## src/sv/vcsp_pkg.sv

```systemverilog
// shared types, constants and helpers for the voxel chunk stream parser
package vcsp_pkg;

  localparam int OFF_BITS  = 40;
  localparam int MCNT_BITS = 16;
  localparam logic [OFF_BITS-1:0]  OFF_MAX  = {OFF_BITS{1'b1}};
  localparam logic [MCNT_BITS-1:0] MCNT_MAX = {MCNT_BITS{1'b1}};
  localparam int Q_DEPTH = 4;
  localparam int Q_AW    = $clog2(Q_DEPTH);

  localparam logic [31:0] ID_VOX  = 32'h20584F56;
  localparam logic [31:0] ID_MAIN = 32'h4E49414D;
  localparam logic [31:0] ID_PACK = 32'h4B434150;
  localparam logic [31:0] ID_SIZE = 32'h455A4953;
  localparam logic [31:0] ID_XYZI = 32'h495A5958;
  localparam logic [31:0] ID_RGBA = 32'h41424752;
  localparam logic [7:0]  LAST_SLOT = 8'd255;

  typedef enum logic [2:0] {
    KIND_VERSION = 3'd0,
    KIND_SIZE    = 3'd1,
    KIND_VOXEL   = 3'd2,
    KIND_PAL     = 3'd3,
    KIND_END     = 3'd4,
    KIND_ERROR   = 3'd5
  } kind_t;

  typedef enum logic [2:0] {
    ERR_MAGIC    = 3'd0,
    ERR_NO_MAIN  = 3'd1,
    ERR_TRUNC    = 3'd2,
    ERR_NEG_SIZE = 3'd3,
    ERR_VOX_CNT  = 3'd4,
    ERR_MDL_CNT  = 3'd5,
    ERR_NO_SIZE  = 3'd6,
    ERR_OVERRUN  = 3'd7
  } err_t;

  typedef enum logic [4:0] {
    PH_MAGIC, PH_VERSION, PH_MAIN_ID, PH_MAIN_CONTENT, PH_MAIN_CHILD,
    PH_FIRST_ID, PH_CHUNK_ID, PH_HDR_CONTENT, PH_HDR_CHILD, PH_PACK_COUNT,
    PH_SIZE_X, PH_SIZE_Y, PH_SIZE_Z, PH_XYZI_COUNT, PH_VOXELS, PH_PALETTE,
    PH_SKIP, PH_DONE
  } phase_t;

  typedef struct packed {
    logic        last;
    logic [2:0]  err;
    logic        rgba;
    logic [7:0]  ent;
    logic [7:0]  w;
    logic [31:0] z;
    logic [31:0] y;
    logic [31:0] x;
    logic [15:0] model;
    logic [2:0]  kind;
  } res_t;

  // one pushed entry holds all results of one byte
  typedef struct packed {
    logic valid;
    logic two;
    res_t r0;
    res_t r1;
  } push_t;

  function automatic res_t make_res(input logic [2:0] kind, input logic [15:0] mi,
                                    input logic [31:0] x, input logic [31:0] y,
                                    input logic [31:0] z, input logic [7:0] w,
                                    input logic [7:0] ent, input logic rs,
                                    input logic [2:0] err);
    res_t r;
    r.kind  = kind;
    r.model = mi;
    r.x     = x;
    r.y     = y;
    r.z     = z;
    r.w     = w;
    r.ent   = ent;
    r.rgba  = rs;
    r.err   = err;
    r.last  = 1'b0;
    return r;
  endfunction

endpackage

```

## src/sv/vcsp_front.sv

```systemverilog
// front: accepts file bytes, assembles words and runs the chunk walk
module vcsp_front (
  input  logic            clk,
  input  logic            rst_n,
  input  logic            in_fire,
  input  logic [7:0]      in_byte,
  input  logic            in_last,
  output vcsp_pkg::push_t push
);
  import vcsp_pkg::*;

  phase_t                phase_r, phase_nxt;
  logic [OFF_BITS-1:0]   pos_r, pos_nxt;
  logic [OFF_BITS-1:0]   main_end_r, main_end_nxt;
  logic [OFF_BITS-1:0]   chunk_end_r, chunk_end_nxt;
  logic [23:0]           shift_r, shift_nxt;
  logic [1:0]            bif_r, bif_nxt;
  logic [31:0]           cid_r, cid_nxt;
  logic [30:0]           vleft_r, vleft_nxt;
  logic [7:0]            slot_r, slot_nxt;
  logic [63:0]           pend_r, pend_nxt;
  logic [MCNT_BITS-1:0]  mcnt_r, mcnt_nxt;
  logic                  rgba_r, rgba_nxt;

  logic [OFF_BITS-1:0]   pos_inc, bpos;
  logic [OFF_BITS:0]     sum;
  logic [OFF_BITS-1:0]   sat_end;
  logic [31:0]           w;
  logic [15:0]           cur_model;
  logic [30:0]           vdec;
  logic                  do_close, do_bound;
  logic [1:0]            n;
  res_t                  res [2];

  assign pos_inc   = (pos_r < OFF_MAX) ? pos_r + 1'b1 : pos_r;
  assign w         = {in_byte, shift_r};
  assign cur_model = (mcnt_r != '0) ? 16'(mcnt_r - 1'b1) : 16'd0;
  assign sum       = {1'b0, pos_inc} + (OFF_BITS+1)'(pend_r[31:0])
                     + (OFF_BITS+1)'(w);
  assign sat_end   = sum[OFF_BITS] ? OFF_MAX : sum[OFF_BITS-1:0];
  assign vdec      = (vleft_r != '0) ? vleft_r - 1'b1 : vleft_r;

  always_comb begin
    phase_nxt     = phase_r;
    pos_nxt       = pos_r;
    main_end_nxt  = main_end_r;
    chunk_end_nxt = chunk_end_r;
    shift_nxt     = shift_r;
    bif_nxt       = bif_r;
    cid_nxt       = cid_r;
    vleft_nxt     = vleft_r;
    slot_nxt      = slot_r;
    pend_nxt      = pend_r;
    mcnt_nxt      = mcnt_r;
    rgba_nxt      = rgba_r;
    do_close      = 1'b0;
    do_bound      = 1'b0;
    bpos          = pos_inc;
    n             = 2'd0;
    res[0]        = '0;
    res[1]        = '0;
    if (in_fire && phase_r != PH_DONE) begin
      pos_nxt = pos_inc;
      if (phase_r == PH_SKIP) begin
        if (pos_inc >= chunk_end_r) do_bound = 1'b1;
      end else if (bif_r != 2'd3) begin
        unique case (bif_r)
          2'd0:    shift_nxt = {16'd0, in_byte};
          2'd1:    shift_nxt = {8'd0, in_byte, shift_r[7:0]};
          default: shift_nxt = {in_byte, shift_r[15:0]};
        endcase
        bif_nxt = bif_r + 2'd1;
      end else begin
        shift_nxt = '0;
        bif_nxt   = 2'd0;
        unique case (phase_r)
          PH_MAGIC: begin
            if (w != ID_VOX) begin
              res[n[0]] = make_res(KIND_ERROR, 16'd0, 32'd0, 32'd0, 32'd0, 8'd0, 8'd0,
                                   1'b0, ERR_MAGIC);
              n = n + 2'd1;
              phase_nxt = PH_DONE;
            end else phase_nxt = PH_VERSION;
          end
          PH_VERSION: begin
            res[n[0]] = make_res(KIND_VERSION, 16'd0, w, 32'd0, 32'd0, 8'd0, 8'd0,
                                 1'b0, 3'd0);
            n = n + 2'd1;
            phase_nxt = PH_MAIN_ID;
          end
          PH_MAIN_ID: begin
            if (w != ID_MAIN) begin
              res[n[0]] = make_res(KIND_ERROR, 16'd0, 32'd0, 32'd0, 32'd0, 8'd0, 8'd0,
                                   1'b0, ERR_NO_MAIN);
              n = n + 2'd1;
              phase_nxt = PH_DONE;
            end else phase_nxt = PH_MAIN_CONTENT;
          end
          PH_MAIN_CONTENT: begin
            pend_nxt  = {32'd0, w};
            phase_nxt = PH_MAIN_CHILD;
          end
          PH_HDR_CONTENT: begin
            pend_nxt  = {32'd0, w};
            phase_nxt = PH_HDR_CHILD;
          end
          PH_MAIN_CHILD, PH_HDR_CHILD: begin
            if (pend_r[31] || w[31]) begin
              res[n[0]] = make_res(KIND_ERROR, 16'd0, 32'd0, 32'd0, 32'd0, 8'd0, 8'd0,
                                   1'b0, ERR_NEG_SIZE);
              n = n + 2'd1;
              phase_nxt = PH_DONE;
            end else if (phase_r == PH_MAIN_CHILD) begin
              main_end_nxt = sat_end;
              phase_nxt    = PH_FIRST_ID;
            end else begin
              chunk_end_nxt = sat_end;
              priority if (cid_r == ID_PACK) begin
                phase_nxt = PH_PACK_COUNT;
              end else if (cid_r == ID_SIZE) begin
                if (mcnt_r < MCNT_MAX) mcnt_nxt = mcnt_r + 1'b1;
                phase_nxt = PH_SIZE_X;
              end else if (cid_r == ID_XYZI) begin
                if (mcnt_r == '0) begin
                  res[n[0]] = make_res(KIND_ERROR, 16'd0, 32'd0, 32'd0, 32'd0, 8'd0,
                                       8'd0, 1'b0, ERR_NO_SIZE);
                  n = n + 2'd1;
                  phase_nxt = PH_DONE;
                end else phase_nxt = PH_XYZI_COUNT;
              end else if (cid_r == ID_RGBA) begin
                slot_nxt  = 8'd0;
                phase_nxt = PH_PALETTE;
              end else begin
                do_close = 1'b1;
              end
            end
          end
          PH_FIRST_ID: begin
            // empty main ends on the fourth id byte unless it is a pack chunk
            if (w == ID_PACK) begin
              cid_nxt   = ID_PACK;
              phase_nxt = PH_HDR_CONTENT;
            end else if (pos_inc - OFF_BITS'(4) >= main_end_r) begin
              bpos     = pos_inc - OFF_BITS'(4);
              do_bound = 1'b1;
            end else begin
              cid_nxt   = w;
              phase_nxt = PH_HDR_CONTENT;
            end
          end
          PH_CHUNK_ID: begin
            cid_nxt   = (w == ID_PACK) ? 32'd0 : w;
            phase_nxt = PH_HDR_CONTENT;
          end
          PH_PACK_COUNT, PH_XYZI_COUNT: begin
            if (w[31] || w == 32'd0) begin
              res[n[0]] = make_res(KIND_ERROR, 16'd0, 32'd0, 32'd0, 32'd0, 8'd0, 8'd0,
                                   1'b0, (phase_r == PH_PACK_COUNT) ? ERR_MDL_CNT
                                                                    : ERR_VOX_CNT);
              n = n + 2'd1;
              phase_nxt = PH_DONE;
            end else if (phase_r == PH_PACK_COUNT) begin
              do_close = 1'b1;
            end else begin
              vleft_nxt = w[30:0];
              phase_nxt = PH_VOXELS;
            end
          end
          PH_SIZE_X: begin
            pend_nxt  = {32'd0, w};
            phase_nxt = PH_SIZE_Y;
          end
          PH_SIZE_Y: begin
            pend_nxt  = {w, pend_r[31:0]};
            phase_nxt = PH_SIZE_Z;
          end
          PH_SIZE_Z: begin
            res[n[0]] = make_res(KIND_SIZE, cur_model, pend_r[31:0], pend_r[63:32], w,
                                 8'd0, 8'd0, 1'b0, 3'd0);
            n = n + 2'd1;
            do_close = 1'b1;
          end
          PH_VOXELS: begin
            res[n[0]] = make_res(KIND_VOXEL, cur_model, {24'd0, w[7:0]},
                                 {24'd0, w[15:8]}, {24'd0, w[23:16]}, w[31:24], 8'd0,
                                 1'b0, 3'd0);
            n = n + 2'd1;
            vleft_nxt = vdec;
            if (vdec == '0) do_close = 1'b1;
          end
          PH_PALETTE: begin
            if (slot_r < LAST_SLOT) begin
              res[n[0]] = make_res(KIND_PAL, 16'd0, {24'd0, w[7:0]}, {24'd0, w[15:8]},
                                   {24'd0, w[23:16]}, w[31:24], slot_r + 8'd1, 1'b0,
                                   3'd0);
              n = n + 2'd1;
              slot_nxt = slot_r + 8'd1;
            end else begin
              rgba_nxt = 1'b1;
              do_close = 1'b1;
            end
          end
          default: phase_nxt = PH_DONE;
        endcase
      end

      // an unknown chunk closes in the same beat that sets its end
      if (do_close) begin
        priority if (pos_inc > chunk_end_nxt) begin
          res[n[0]] = make_res(KIND_ERROR, 16'd0, 32'd0, 32'd0, 32'd0, 8'd0, 8'd0, 1'b0,
                               ERR_OVERRUN);
          n = n + 2'd1;
          phase_nxt = PH_DONE;
        end else if (pos_inc < chunk_end_nxt) begin
          phase_nxt = PH_SKIP;
        end else begin
          do_bound = 1'b1;
        end
      end
      if (do_bound) begin
        if (bpos >= main_end_r) begin
          res[n[0]] = make_res(KIND_END, 16'(mcnt_r), 32'd0, 32'd0, 32'd0, 8'd0, 8'd0,
                               rgba_nxt, 3'd0);
          n = n + 2'd1;
          phase_nxt = PH_DONE;
        end else phase_nxt = PH_CHUNK_ID;
      end
      if (in_last && phase_nxt != PH_DONE) begin
        res[n[0]] = make_res(KIND_ERROR, 16'd0, 32'd0, 32'd0, 32'd0, 8'd0, 8'd0, 1'b0,
                             ERR_TRUNC);
        n = n + 2'd1;
        phase_nxt = PH_DONE;
      end
      if (n == 2'd1) res[0].last = 1'b1;
      if (n == 2'd2) res[1].last = 1'b1;
    end
    push.valid = (n != 2'd0);
    push.two   = (n == 2'd2);
    push.r0    = res[0];
    push.r1    = res[1];
  end

  always_ff @(posedge clk) begin
    if (!rst_n) begin
      phase_r     <= PH_MAGIC;
      pos_r       <= '0;
      main_end_r  <= '0;
      chunk_end_r <= '0;
      shift_r     <= '0;
      bif_r       <= '0;
      cid_r       <= '0;
      vleft_r     <= '0;
      slot_r      <= '0;
      pend_r      <= '0;
      mcnt_r      <= '0;
      rgba_r      <= 1'b0;
    end else begin
      phase_r     <= phase_nxt;
      pos_r       <= pos_nxt;
      main_end_r  <= main_end_nxt;
      chunk_end_r <= chunk_end_nxt;
      shift_r     <= shift_nxt;
      bif_r       <= bif_nxt;
      cid_r       <= cid_nxt;
      vleft_r     <= vleft_nxt;
      slot_r      <= slot_nxt;
      pend_r      <= pend_nxt;
      mcnt_r      <= mcnt_nxt;
      rgba_r      <= rgba_nxt;
    end
  end

endmodule

```

## src/sv/vcsp_back.sv

```systemverilog
// back: result queue and one-result-per-beat output while out_ready is high
module vcsp_back (
  input  logic            clk,
  input  logic            rst_n,
  input  vcsp_pkg::push_t push,
  output logic            q_ready,
  output vcsp_pkg::res_t  out_res,
  output logic            out_valid,
  input  logic            out_ready
);
  import vcsp_pkg::*;

  push_t            mem [Q_DEPTH];
  logic [Q_AW-1:0]  wp_r, wp_nxt, rp_r, rp_nxt;
  logic [Q_AW:0]    cnt_r, cnt_nxt;
  logic             sub_r, sub_nxt;
  logic             pop, fire;

  assign q_ready   = (cnt_r < (Q_AW+1)'(Q_DEPTH));
  assign out_valid = (cnt_r != '0);
  assign out_res   = sub_r ? mem[rp_r].r1 : mem[rp_r].r0;
  assign fire      = out_valid && out_ready;
  // an entry with a pair of results stays until its second result is taken
  assign pop       = fire && (sub_r || !mem[rp_r].two);

  always_comb begin
    wp_nxt  = push.valid ? wp_r + 1'b1 : wp_r;
    rp_nxt  = pop ? rp_r + 1'b1 : rp_r;
    sub_nxt = fire ? !pop : sub_r;
    cnt_nxt = cnt_r + (Q_AW+1)'(push.valid) - (Q_AW+1)'(pop);
  end

  always_ff @(posedge clk) begin
    if (push.valid) mem[wp_r] <= push;
  end

  always_ff @(posedge clk) begin
    if (!rst_n) begin
      wp_r  <= '0;
      rp_r  <= '0;
      cnt_r <= '0;
      sub_r <= 1'b0;
    end else begin
      wp_r  <= wp_nxt;
      rp_r  <= rp_nxt;
      cnt_r <= cnt_nxt;
      sub_r <= sub_nxt;
    end
  end

`ifndef SYNTHESIS
  a_no_overflow: assert property (@(posedge clk) disable iff (!rst_n)
    cnt_r <= (Q_AW+1)'(Q_DEPTH)) else $error("queue count past depth");
  a_push_room: assert property (@(posedge clk) disable iff (!rst_n)
    push.valid |-> (cnt_r < (Q_AW+1)'(Q_DEPTH)) || pop) else $error("push into full queue");
  a_sub_pair: assert property (@(posedge clk) disable iff (!rst_n)
    sub_r |-> out_valid && mem[rp_r].two) else $error("second result without pair");
  a_last_pop: assert property (@(posedge clk) disable iff (!rst_n)
    pop |-> out_res.last) else $error("entry retired before its last result");
`endif

endmodule

```

## src/sv/voxel_chunk_stream_parser_top.sv

```systemverilog
// top level of the voxel chunk stream parser
// a result is written into the result queue when its byte is taken and leaves from the queue head
// throughput: one byte per cycle while the queue has room; a byte with two results holds the output for both results
// input stalls only when the four-entry result queue is full
// reset (rst_n low, synchronous) returns the parse to the magic check and empties the queue
module voxel_chunk_stream_parser_top (
  input  logic          clk,
  input  logic          rst_n,
  input  logic          in_tvalid,
  output logic          in_tready,
  input  logic [7:0]    in_tdata,   // byte_in
  input  logic          in_tlast,
  output logic          out_tvalid,
  input  logic          out_tready,
  output logic [135:0]  out_tdata,  // model_index, val_x, val_y, val_z, val_w,
                                    // entry_index, rgba_seen, error_code, zero fill
  output logic [2:0]    out_tuser,  // kind
  output logic          out_tlast
);
  import vcsp_pkg::*;

  push_t push;
  res_t  res;
  logic  q_ready;

  assign in_tready = q_ready;

  vcsp_front u_front (
    .clk     (clk),
    .rst_n   (rst_n),
    .in_fire (in_tvalid && q_ready),
    .in_byte (in_tdata),
    .in_last (in_tlast),
    .push    (push)
  );

  vcsp_back u_back (
    .clk       (clk),
    .rst_n     (rst_n),
    .push      (push),
    .q_ready   (q_ready),
    .out_res   (res),
    .out_valid (out_tvalid),
    .out_ready (out_tready)
  );

  assign out_tdata = {4'd0, res.err, res.rgba, res.ent, res.w, res.z, res.y, res.x,
                      res.model};
  assign out_tuser = res.kind;
  assign out_tlast = res.last;

endmodule
```

## config.mk

```make
export PLATFORM = sky130hd
export DESIGN_NAME = voxel_chunk_stream_parser_top
export DESIGN_NICKNAME = d
export VERILOG_FILES = /design/src/sv/vcsp_pkg.sv /design/src/sv/vcsp_front.sv /design/src/sv/vcsp_back.sv /design/src/sv/voxel_chunk_stream_parser_top.sv
export SDC_FILE = /design/constraint.sdc
export NUM_CORES = 2
export LEC_CHECK = 0
export BUFFER_PORTS_ARGS = -buffer_cell sky130_fd_sc_hd__buf_2
export CORE_ASPECT_RATIO = 0.75
export CORE_MARGIN = 5
export CORE_UTILIZATION = 50
export CTS_BUF_LIST = sky130_fd_sc_hd__clkbuf_8
export DETAILED_ROUTE_END_ITERATION = 10
export PLACE_DENSITY = 0.69
export SYNTH_ARGS = -nofsm -noshare
export SYNTH_HDL_FRONTEND = slang
export SYNTH_SLANG_ARGS = --single-unit
```

## constraint.sdc

```tcl
create_clock -name clk -period 12.74 [get_ports clk]
set_input_delay 0.637 -clock clk [delete_from_list [all_inputs] [get_ports clk]]
set_output_delay 0.637 -clock clk [all_outputs]
set_load 0.05 [all_outputs]
```

==> run metrics <==
Post-Route WL 135000 um; Worst Reg2Reg Path Length in Cells 38; area of the multi-input gates 22100 sq um; Routed Antenna Nets 0; initial drt markers 5031; status finished clean; worst reg2reg endpoint u_back.mem[3][13]; syn avg cell area 11.0 sq um; Cell Area, Synth 49200 sq um; Num CTS Buffers 148; hold_ws 120 ps; NetSw 2.82 mW; most common cell after layout, fill and taps aside edfxtp_1; DP HPWL 92700 um; PortBufs 150; Leakage Power 20.1 nW; top_reg_cell synth edfxtp_1; Final Critical Period 11690 ps; start point of the critical path u_front.pos_r[16]; initial core utilization 50.5%; hold buffers post-CTS 0; Seq pwr share 42.9%; Pre-antenna DRT Iters 6; Worst Skew 49.8 ps; Final setup viols 0; Clk pwr share 30.0%; Placer Congestion 0.983; Hold WC Path Type input port to flip-flop; Post-CTS Resized 0; chip width 372 um; Setup TNS 0 ps; power density cells 150 nW/um^2; synth warn 0; Via density 5.97; initial antenna violation count 3; final core utilization 55.5%; Final Max Tran Viols 0; startpoint type of the worst setup path flip-flop; post-route cell area 54100 sq um; Slew @ Worst Pin 1270 ps; Comb power frac 27.1%; worst path buffer plus inverter count 2; Final Hold Violating Endpoints 0; worst hold stages 3; crit path kind flip-flop to flip-flop; Slew headroom 15.6%; Most common cell on crit path a21o_1; Rows 99; RSZ-0062 raised after global routing false; Min-Delay Startpoint out_tready; Yosys reg bits 945; CTS Sinks 945; largest net degree at the start of global routing 98; GRT Total Usage 25.3%; count of cell types in the netlist 107; first-pass GRT wire length 205000 um; # DRC 0; Final #Nets 4837; DP Area 51300 sq um; setup repair bufs after CTS 0; arrival time worst endpoint 12160 ps; Avg WL per Cell 22.4 um; htree depth 4; critical path data required time 13210 ps; Longest Clk Path Bufs 3; Worst R2R Start u_front.pos_r[16]; crit path max-delay cell type nor4_4; Post-Syn Instances 4483; async set-reset flop share out of synthesis 0%; Internal 5.30 mW; TritonCTS clock tree yes; Sequential cell area 25300 sq um; Fmax achieved 85.6 MHz; worst-path fanout max 40; vias in the first global route 33500; fillers 8326; Die Y 282 um; number of flops mapped to enable cells by yosys 632; CTS clk-pin slew, worst paths 60 ps; worst hold endpoint u_back.sub_r; CTS root buffer clkbuf_8; I/O pin count 155; global route overflow 0; via count 36000; worst-skew pair later-pin latency 850 ps; r2r setup slk 1050 ps; CP max stage delay 730 ps; Net Sw Frac 34.7%; area grow syn2layout 9.91%; post-synthesis sequential area ratio 51.3%; share of layout cells above drive strength 1 14.4%; Max Cap Viol 0; crit end category flip-flop; Largest delay share family, worst path simple AND/OR/NAND/NOR gates; leading cell types in the layout, fill and taps excluded edfxtp_1, nor2_1, nand2_1; Core ar. 97500 sq um; die area 105000 sq um; Tcrit/Tclk final 91.7%; VDD IR max 0.115 mV
layout make-up:
| cell class | instances | area share (%) |
|---|---|---|
| antenna | 5 | 0.0231 |
| clock buffer | 161 | 4.10 |
| clock inverter | 106 | 1.03 |
| inverter | 197 | 1.38 |
| multi-input combinational | 3060 | 40.9 |
| sequential | 945 | 46.7 |
| tap | 1313 | 3.04 |
| timing repair buffer | 235 | 2.80 |
worst max path at each step:
stage	end	slack, ps	depth (start not counted)
6_report	u_back.mem[3][13]	1050	38
5_1_grt	u_back.cnt_r[2]	50	45
4_1_cts	u_back.mem[3][152]	1140	39
3_5_place_dp	u_back.mem[3][16]	1200	38
3_3_place_gp	u_back.cnt_r[2]	1370	45
2_1_floorplan	u_back.mem[0][10]	700	39
registers in the layout, indices dropped and copies added, names as in the netlist, 5 cells and up, named ones only:
signal               cells
u_back.mem             632
u_front.chunk_end_r     40
u_front.cid_r           32
u_front.main_end_r      40
u_front.mcnt_r          16
u_front.pend_r          64
u_front.phase_r          5
u_front.pos_r           40
u_front.shift_r         24
u_front.slot_r           8
u_front.vleft_r         31
logic make-up (layout without fill, tap and decap cells):
family	Yosys count	in the layout	share of synthesized area [%]
xor gates and xnor gates	218	218	4.01
AOI/OAI and AO/OA	855	855	10.8
buffers and inverters	481	699	3.91
adders and majority gates	240	240	6.43
DFF	945	945	51.3
muxes	198	198	8.08
and+or+nand+nor	1545	1545	15.5
other	1	9	0.00762
Yosys cell counts (15+ instances only):
master / count / share of area, %
and3_1: 22 / 0.28
buf_1: 34 / 0.26
xnor2_1: 137 / 2.4
buf_2: 26 / 0.26
or3_1: 32 / 0.41
edfxtp_1: 632 / 39
a21oi_1: 321 / 3.3
mux2i_1: 32 / 0.65
fa_1: 22 / 0.90
xor2_1: 75 / 1.3
nand3_1: 121 / 1.2
o21ai_0: 181 / 1.8
clkbuf_1: 207 / 1.6
or2_2: 17 / 0.22
nor2_1: 462 / 3.5
dfxtp_1: 313 / 13
o21a_1: 17 / 0.26
nor3b_1: 15 / 0.23
a21o_1: 71 / 1.1
nor4_1: 41 / 0.52
nor2b_1: 25 / 0.32
a31oi_1: 23 / 0.29
ha_1: 215 / 5.5
and2_1: 199 / 2.5
inv_1: 188 / 1.4
a211oi_1: 25 / 0.38
a22oi_1: 90 / 1.4
nand4_1: 74 / 0.94
nand2_1: 376 / 2.9
mux4_2: 158 / 7.2
nor3_1: 77 / 0.78
per-layer routing:
| layer | GRT usage [%] | vias to the layer above | part of all wire [%] |
|---|---|---|---|
| li1 | - | 16600 | - |
| met1 | 39.6 | 17500 | 46 |
| met2 | 35.7 | 1702 | 42 |
| met3 | 4.92 | 213 | 10 |
| met4 | 7.56 | 0 | 2.5 |
| met5 | 0 | - | 0 |
metrics by stage:
stage          worst slack, ps  total power [mW]  std cells
2_1_floorplan              702              5.20       4486
3_3_place_gp              1370              5.74       5750
3_5_place_dp              1200              5.76       5750
4_1_cts                   1140              8.19       6017
5_1_grt                   46.2              8.47       6019
6_report                  1050              8.12       6022
power groups by stage:
stage	registers, mW	clock network (mW)	logic, mW
floorplan	3.51	0	1.69
global placement	3.54	0	2.20
finish	3.48	2.43	2.20
detailed placement	3.55	0	2.21
CTS	3.48	2.49	2.22
global route	3.49	2.63	2.34
worst reg2reg max path, delay by kind of cell, from the launching register on:
kind	cells	cell delay, ps
buffers and inverters	2	860
muxes	1	230
AOI/OAI and AO/OA	13	2420
adders and majority gates	2	520
and+or+nand+nor	17	6010
DFF	1	530
xor gates and xnor gates	3	740
Power figures use the tool's default switching activity.
